$ cat src/rtl/core/wcg_pkg.sv
package wcg_pkg;

    localparam int MAX_LENGTH     = 4096;
    localparam int COEF_FRAC_BITS = 16;
    localparam int COEF_W         = COEF_FRAC_BITS + 2;
    localparam int TYPE_W         = 4;
    localparam int LEN_W          = 13;
    localparam int IDX_W          = 12;
    localparam int CSUM_W         = 30;
    localparam int SSUM_W         = 45;
    localparam int FACT_W         = 32;
    localparam int CFG_W          = 13;

    localparam int DIV_NW         = 50;
    localparam int DIV_DW         = 45;
    localparam int DIV_CW         = 6;

    localparam int CORD_W         = 34;
    localparam int CORD_ZW        = 33;
    localparam int CORD_STEPS     = 28;
    localparam int CORD_SW        = 5;

    localparam int ACC_W          = 36;
    localparam int PROD_W         = 2 * CORD_W;
    localparam int Q_SHIFT        = 30 - COEF_FRAC_BITS;
    localparam int AMP_EXP        = COEF_FRAC_BITS + 17;
    localparam int ENG_EXP        = 2 * COEF_FRAC_BITS + 17;

    localparam logic [TYPE_W-1:0] WT_BARTHANN  = 4'd0;
    localparam logic [TYPE_W-1:0] WT_BARTLETT  = 4'd1;
    localparam logic [TYPE_W-1:0] WT_BLACKMAN  = 4'd2;
    localparam logic [TYPE_W-1:0] WT_BHARRIS   = 4'd3;
    localparam logic [TYPE_W-1:0] WT_BOHMAN    = 4'd4;
    localparam logic [TYPE_W-1:0] WT_FLATTOP   = 4'd5;
    localparam logic [TYPE_W-1:0] WT_HAMMING   = 4'd6;
    localparam logic [TYPE_W-1:0] WT_HANN      = 4'd7;
    localparam logic [TYPE_W-1:0] WT_NUTTALL   = 4'd8;
    localparam logic [TYPE_W-1:0] WT_RECT      = 4'd9;
    localparam logic [TYPE_W-1:0] WT_TRIANG    = 4'd10;

    localparam logic CFG_TYPE   = 1'b0;
    localparam logic CFG_LENGTH = 1'b1;

    localparam logic [CORD_W-1:0] BOHMAN_SIN_C = 34'd341782638;
    localparam logic [CORD_W-1:0] BARTHANN_LIN = 34'd515396076;

    typedef enum logic [3:0] {
        S_IDLE, S_SETUP, S_COSK, S_DIVW, S_CORW, S_MUL, S_ACC,
        S_ROUND, S_SQ, S_SUM, S_CHK, S_DONE
    } t_state;

    typedef enum logic [2:0] {
        P_DIRECT, P_LIN, P_BPH, P_PH, P_AMP, P_ENG
    } t_dpurp;

    typedef struct packed {
        logic              start;
        logic [DIV_NW-1:0] num;
        logic [DIV_DW-1:0] den;
    } t_div_req;

    typedef struct packed {
        logic              done;
        logic [DIV_NW-1:0] quo;
    } t_div_rsp;

    typedef struct packed {
        logic        start;
        logic [31:0] phase;
    } t_cord_req;

    typedef struct packed {
        logic              done;
        logic [CORD_W-1:0] cosv;
        logic [CORD_W-1:0] sinv;
    } t_cord_rsp;

    function automatic logic [29:0] atan_turn(input logic [CORD_SW-1:0] i);
        case (i)
            5'd0:  atan_turn = 30'd536870912;
            5'd1:  atan_turn = 30'd316933406;
            5'd2:  atan_turn = 30'd167458907;
            5'd3:  atan_turn = 30'd85004756;
            5'd4:  atan_turn = 30'd42667331;
            5'd5:  atan_turn = 30'd21354465;
            5'd6:  atan_turn = 30'd10679838;
            5'd7:  atan_turn = 30'd5340245;
            5'd8:  atan_turn = 30'd2670163;
            5'd9:  atan_turn = 30'd1335087;
            5'd10: atan_turn = 30'd667544;
            5'd11: atan_turn = 30'd333772;
            5'd12: atan_turn = 30'd166886;
            5'd13: atan_turn = 30'd83443;
            5'd14: atan_turn = 30'd41722;
            5'd15: atan_turn = 30'd20861;
            5'd16: atan_turn = 30'd10430;
            5'd17: atan_turn = 30'd5215;
            5'd18: atan_turn = 30'd2608;
            5'd19: atan_turn = 30'd1304;
            5'd20: atan_turn = 30'd652;
            5'd21: atan_turn = 30'd326;
            5'd22: atan_turn = 30'd163;
            5'd23: atan_turn = 30'd81;
            5'd24: atan_turn = 30'd41;
            5'd25: atan_turn = 30'd20;
            5'd26: atan_turn = 30'd10;
            5'd27: atan_turn = 30'd5;
            default: atan_turn = 30'd0;
        endcase
    endfunction

    // Q30 constant term
    function automatic logic [ACC_W-1:0] win_base(input logic [TYPE_W-1:0] t);
        case (t)
            WT_BARTHANN: win_base = 36'd665719931;
            WT_BLACKMAN: win_base = 36'd450971566;
            WT_BHARRIS:  win_base = 36'd385204879;
            WT_FLATTOP:  win_base = 36'd231476135;
            WT_HAMMING:  win_base = 36'd579820585;
            WT_HANN:     win_base = 36'd536870912;
            WT_NUTTALL:  win_base = 36'd390393092;
            WT_RECT:     win_base = 36'd1073741824;
            default:     win_base = 36'd0;
        endcase
    endfunction

    function automatic logic [2:0] win_terms(input logic [TYPE_W-1:0] t);
        case (t)
            WT_BARTHANN: win_terms = 3'd1;
            WT_BLACKMAN: win_terms = 3'd2;
            WT_BHARRIS:  win_terms = 3'd3;
            WT_FLATTOP:  win_terms = 3'd4;
            WT_HAMMING:  win_terms = 3'd1;
            WT_HANN:     win_terms = 3'd1;
            WT_NUTTALL:  win_terms = 3'd3;
            default:     win_terms = 3'd0;
        endcase
    endfunction

    // {subtract, magnitude} of the k-th cosine weight
    function automatic logic [31:0] win_coef(input logic [TYPE_W-1:0] t,
                                             input logic [2:0] k);
        logic [31:0] c;
        c = 32'd0;
        case (t)
            WT_BARTHANN: c = {1'b1, 31'd408021893};
            WT_BLACKMAN: begin
                case (k)
                    3'd1:    c = {1'b1, 31'd536870912};
                    default: c = {1'b0, 31'd85899346};
                endcase
            end
            WT_BHARRIS: begin
                case (k)
                    3'd1:    c = {1'b1, 31'd524297395};
                    3'd2:    c = {1'b0, 31'd151698245};
                    default: c = {1'b1, 31'd12541305};
                endcase
            end
            WT_FLATTOP: begin
                case (k)
                    3'd1:    c = {1'b1, 31'd447354753};
                    3'd2:    c = {1'b0, 31'd297709049};
                    3'd3:    c = {1'b1, 31'd89742211};
                    default: c = {1'b0, 31'd7459680};
                endcase
            end
            WT_HAMMING: c = {1'b1, 31'd493921239};
            WT_HANN:    c = {1'b1, 31'd536870912};
            WT_NUTTALL: begin
                case (k)
                    3'd1:    c = {1'b1, 31'd525250341};
                    3'd2:    c = {1'b0, 31'd146672596};
                    default: c = {1'b1, 31'd11425794};
                endcase
            end
            default: c = 32'd0;
        endcase
        win_coef = c;
    endfunction

endpackage

$ cat src/rtl/core/wcg_div.sv
module wcg_div
    import wcg_pkg::*;
(
    input  logic     i_clk,
    input  logic     i_rst_n,
    input  t_div_req i_req,
    output t_div_rsp o_rsp
);

    logic              r_busy;
    logic              r_done;
    logic [DIV_CW-1:0] r_cnt;
    logic [DIV_NW-1:0] r_num;
    logic [DIV_NW-1:0] r_quo;
    logic [DIV_DW:0]   r_rem;
    logic [DIV_DW-1:0] r_den;

    logic [DIV_DW:0]   w_try;
    logic              w_ge;

    assign w_try = {r_rem[DIV_DW-1:0], r_num[DIV_NW-1]};
    assign w_ge  = (w_try >= {1'b0, r_den});

    always_ff @(posedge i_clk) begin
        if (!i_rst_n) begin
            r_busy <= 1'b0;
            r_done <= 1'b0;
            r_cnt  <= '0;
        end else begin
            r_done <= 1'b0;
            if (i_req.start) begin
                r_busy <= 1'b1;
                r_cnt  <= '0;
                r_num  <= i_req.num;
                r_den  <= i_req.den;
                r_rem  <= '0;
                r_quo  <= '0;
            end else if (r_busy) begin
                r_rem <= w_ge ? (w_try - {1'b0, r_den}) : w_try;
                r_quo <= {r_quo[DIV_NW-2:0], w_ge};
                r_num <= {r_num[DIV_NW-2:0], 1'b0};
                r_cnt <= r_cnt + DIV_CW'(1);
                if (r_cnt == DIV_CW'(DIV_NW - 1)) begin
                    r_busy <= 1'b0;
                    r_done <= 1'b1;
                end
            end
        end
    end

    assign o_rsp.done = r_done;
    assign o_rsp.quo  = r_quo;

endmodule

$ cat config.mk
export PLATFORM = sky130hd
export DESIGN_NAME = wcg_div
export DESIGN_NICKNAME = d
export VERILOG_FILES = /design/src/rtl/core/wcg_pkg.sv /design/src/rtl/core/wcg_div.sv
export SDC_FILE = /design/constraint.sdc
export NUM_CORES = 1
export LEC_CHECK = 0
export BUFFER_PORTS_ARGS = -buffer_cell sky130_fd_sc_hd__buf_4
export CORE_MARGIN = 2
export CORE_UTILIZATION = 40
export DETAILED_ROUTE_END_ITERATION = 8
export GPL_TIMING_DRIVEN = 0
export PLACE_DENSITY_LB_ADDON = 0.15
export SLEW_MARGIN = 25
export SYNTH_ARGS = -nofsm -noshare
export SYNTH_HDL_FRONTEND = slang
export SYNTH_SLANG_ARGS = --single-unit
$ cat constraint.sdc
create_clock -name i_clk -period 7 [get_ports i_clk]
set_input_delay 2.1 -clock i_clk [delete_from_list [all_inputs] [get_ports i_clk]]
set_output_delay 2.1 -clock i_clk [all_outputs]
set_load 0.01 [all_outputs]
Word level (Yosys, flattened, before mapping)
Index checks and enable logic that the tools add are counted.
- equality and inequality tests: 1
- bitwise logic cells: 2
- add/subtract/negate cells: 2
- reduce and logical (&&, ||, !) cells: 5
- order comparisons: 1
- multiplexer cells: 9
- operator list (cell ; number):
    2-to-1 mux 50 bit ; 3
    2-to-1 mux 45 bit ; 2
    >= comparator 46 x 45 -> 1 bit ; 1
    subtractor 45 bit ; 1
    adder 6 x 1 -> 6 bit (second input constant) ; 1
    equality test 6 bit (second input constant) ; 1
    2-to-1 mux 1 bit ; 4
    AND reduction 2 bit ; 2
    OR reduction 3 bit ; 1
    inverter 1 bit ; 2
    nonzero test 2 bit ; 1
    OR reduction 2 bit ; 1
- output and inout bits: 51
- logic and storage cells: 27
- register bits: 198
- input port bits: 98

Longest topological paths before layout
- word-level depth: 4
- depth in mapped cells: 14
- depth with buffers taken out: 13

Worst setup path before layout
OpenSTA, ideal clock, no wires.
- path type: input port to flip-flop
- start point: input port i_req[95] in the netlist's numbering
- end point: register r_num[0] (enable)
- path slack: 820 ps
- data arrival time: 5662 ps
- library setup time: 518 ps
- buffers on the path: 1
- required time: 6482 ps
- cell stages on the path: 2
- cells stage by stage: clkbuf_1 -> o21a_1
- longest elaborated chain between the ends: 2
- RTL lines (element ; line ; source):
    from (decl) ; wcg_div.sv:6 ; input t_div_req i_req,
    nonzero test 2 bit (no line) ; n/a ;
    AND reduction 2 bit (no line) ; n/a ;
    to (signal assigned) ; wcg_div.sv:34 ; r_num <= i_req.num;
    to (signal assigned) ; wcg_div.sv:41 ; r_num <= {r_num[DIV_NW-2:0], 1'b0};
    to (decl) ; wcg_div.sv:13 ; logic [DIV_NW-1:0] r_num;
Every way passes these cells.
A chain may end at the register's enable or synchronous reset.

Worst setup path after layout
- start point: register r_num[49]
- end point: register r_rem[27] (data pin)
- longest elaborated chain between the ends: 3
- elaborated cells between the ends (all ways): 4
- classes of those cells: add/sub: 1; order compare: 1; mux: 2
- RTL lines (element ; line ; source):
    subtractor 45 bit or >= comparator 46 x 45 -> 1 bit (tied branches) ; wcg_div.sv:39, wcg_div.sv:22 ;
    2-to-1 mux 45 bit * ; wcg_div.sv:39 ; r_rem <= w_ge ? (w_try - {1'b0, r_den}) : w_try;
    2-to-1 mux 45 bit * ; wcg_div.sv:38 ; end else if (r_busy) begin
    to (signal assigned) ; wcg_div.sv:39 ;
    to (decl) ; wcg_div.sv:15 ; logic [DIV_DW:0] r_rem;
Every way passes the cells marked *; elsewhere a longest branch is shown, timed or not. The select of a mux whose other input is x is not followed.

==> flow_metrics.tcl <==
set metrics [dict create \
    ctsHoldBuffers 0 \
    yosysWarningCount 0 \
    syn_inst 898 \
    final_cell_mix "edfxtp_1 (190), buf_4 (151), nor2_1 (67)" \
    routed_via_density 5.16 \
    clkLatencyLatePin_ns 0.45 \
    rsz0062_at_grt "no" \
    grt_max_degree 47 \
    grtUsageTotal 0.174 \
    dpl.hpwl_mm 16.8 \
    status "completed" \
    detail_route.first_pass.iterations 5 \
    overflow 0 \
    slew_headroom 0.405 \
    antenna_found_initial 0 \
    mostFrequentLayoutCell "edfxtp_1" \
    dp_slack_ns 2.79 \
    root_buffer "clkbuf_16" \
    clk_path_buf_depth 2 \
    routed_wl_mm 23.7 \
    cts_sinks 198 \
    crit_arrival_ns 3.88 \
    port_buffers 147 \
    clock_skew_ns 0.0120 \
    syn_area_um2 10600 \
    hold_path.class "reg2reg" \
    layout_setup_ws_ns 3.27 \
    grt_pass1_vias 7343 \
    num_io_pins 149 \
    die_x_um 167 \
    yosysTopAreaCell "edfxtp_1" \
    rows 59 \
    vias 7308 \
    async_reset_ff_frac 0 \
    yosys-top-cells-area "edfxtp_1 (54%), ha_1 (5.6%), mux2_2 (5.4%)" \
    drtAntennaViolNets 0 \
    drtIter0Drc 371 \
    drv_slew 0 \
    htree_levels 4 \
    startpoint_type "flop" \
    ys_ff_latch 198 \
    layout-drive-gt1-share 0.238 \
    ys_seq_area_frac 0.554 \
    synth_cell_types 62 \
    leakagePower_nw 5.21 \
    core_um2 26100 \
    syn_to_final_growth_pct 21.4 \
    drv_cap 0 \
    syn_nets 1044 \
    nets 1214 \
    wl_per_cell_um 16.7 \
    grt_pass1_wl_mm 38.6 \
    fin_tns_setup_ns 0 \
    place_inst 1384 \
    design.die.area_um2 27800 \
    post_cts_buffers 0 \
    synth_top_area_share 0.539 \
    ir_worst_vdd_uv 138 \
    worst_pin_slew_ns 0.885 \
    cts_inserted_buffers 17 \
    globalplace.congestion 0.832 \
    layout.cells.non_filler 1416 \
    setup_viol_count_final 0 \
    tritoncts "yes" \
    drc 0 \
    worstPathRequired_ns 7.16 \
    critPathKind "reg2reg" \
    fmax_mhz 268 \
    min_period_ns 3.73 \
    synth_edf_count 190 \
    syn_area_per_cell_um2 11.8 \
    powerDensity_nw_per_um2 252 \
    clk_pin_slew_ns 0.08 \
    die_y_um 167 \
    end_kind "flop" \
    cts.repair.resized 0 \
    antenna_cells 0 \
    hold_viol 0 \
    crit_path_max_fanout 10 \
    synth_ff_type "edfxtp_1" \
    fill_cells 2414 \
    period_share 0.532 \
    start_util 0.406 \
    p_total_mw 3.24 \
]
==> registers in the layout, summed over array words and instances, names as in the netlist <==
name,count
r_cnt,6
r_quo,50
r_done,1
r_num,50
r_rem,45
r_den,45
r_busy,1
==> per-layer routing <==
| metal | vias to the layer above | global-route usage | part of all wire |
|---|---|---|---|
| li1 | 3597 | - | - |
| met1 | 3533 | 0.232 | 0.46 |
| met2 | 159 | 0.269 | 0.45 |
| met3 | 19 | 0.0692 | 0.078 |
| met4 | 0 | 0.0379 | 0.012 |
| met5 | - | 0 | 0 |
==> worst paths after layout <==
| kind | end | slack [ns] | depth (start not counted) | startpoint |
|---|---|---|---|---|
| worst max-delay path | r_rem[27] | 3.27 | 14 | r_num[49] |
| worst min-delay path | r_cnt[5] | 0.50 | 2 | r_cnt[5] |
| worst max register to register | r_rem[27] | 3.27 | 14 | r_num[49] |
| worst min register to register | r_cnt[5] | 0.50 | 2 | r_cnt[5] |
==> cell families after synthesis <==
kind of cell    Yosys count  synth area share
compound gates          176             0.110
buf+inv                 109            0.0424
flops                   198             0.554
mux                      85            0.0864
simple gates            243             0.117
xor+xnor                 39            0.0322
fa+ha+maj                48            0.0574
==> per-stage QoR <==
stage | util | cell area, µm² | hold WS (ns)
after floorplan | - | 10600 | 0.458
after global placement | 0.465 | 12100 | 0.471
after detailed placement | 0.469 | 12200 | 0.487
after CTS | 0.493 | 12900 | 0.499
after global routing | 0.493 | 12900 | 0.540
final | 0.493 | 12900 | 0.497
==> worst max-delay path, cell delays in order (launching register included) <==
cell	delay, ns
edfxtp_1	0.39
inv_1	0.06
ha_1	0.20
inv_1	0.07
fa_1	0.21
a21oi_1	0.12
o211ai_2	0.23
nand2_1	0.13
a21oi_4	0.26
a31oi_2	0.20
o31a_1	0.39
o41ai_4	0.48
buf_4	0.33
buf_4	0.25
a211oi_1	0.11
==> Yosys cell counts, drive strengths merged, types with 5 or more instances <==
master,n
edfxtp,190
nor2,67
inv,66
a21oi,63
nor2b,56
mux2,51
ha,47
nand2,38
mux2i,34
clkbuf,30
o21ai,27
xnor2,22
a21o,20
xor2,17
nand3,16
nand4,16
a211oi,13
buf,13
nand2b,9
nor3,9
dfxtp,8
o21a,8
a31oi,7
o21bai,7
or2,7
and2,5
or3,5
==> area by class of cell <==
class,count,area [µm²],share of cell area
Clock inverter,15,220,0.0171
Sequential cell,198,5870,0.456
Tap cell,335,419,0.0326
Multi-Input combinational cell,591,4290,0.333
Clock buffer,17,425,0.0331
Inverter,66,248,0.0193
Timing Repair Buffer,151,1190,0.0926
Buffer,43,201,0.0157
==> power breakdown <==
group	switching (mW)	internal [mW]
Sequential	0.0355	1.41
Combinational	0.403	0.328
Clock	0.538	0.529
Total	0.977	2.27
No activity file was read; power rests on OpenSTA's default activity.
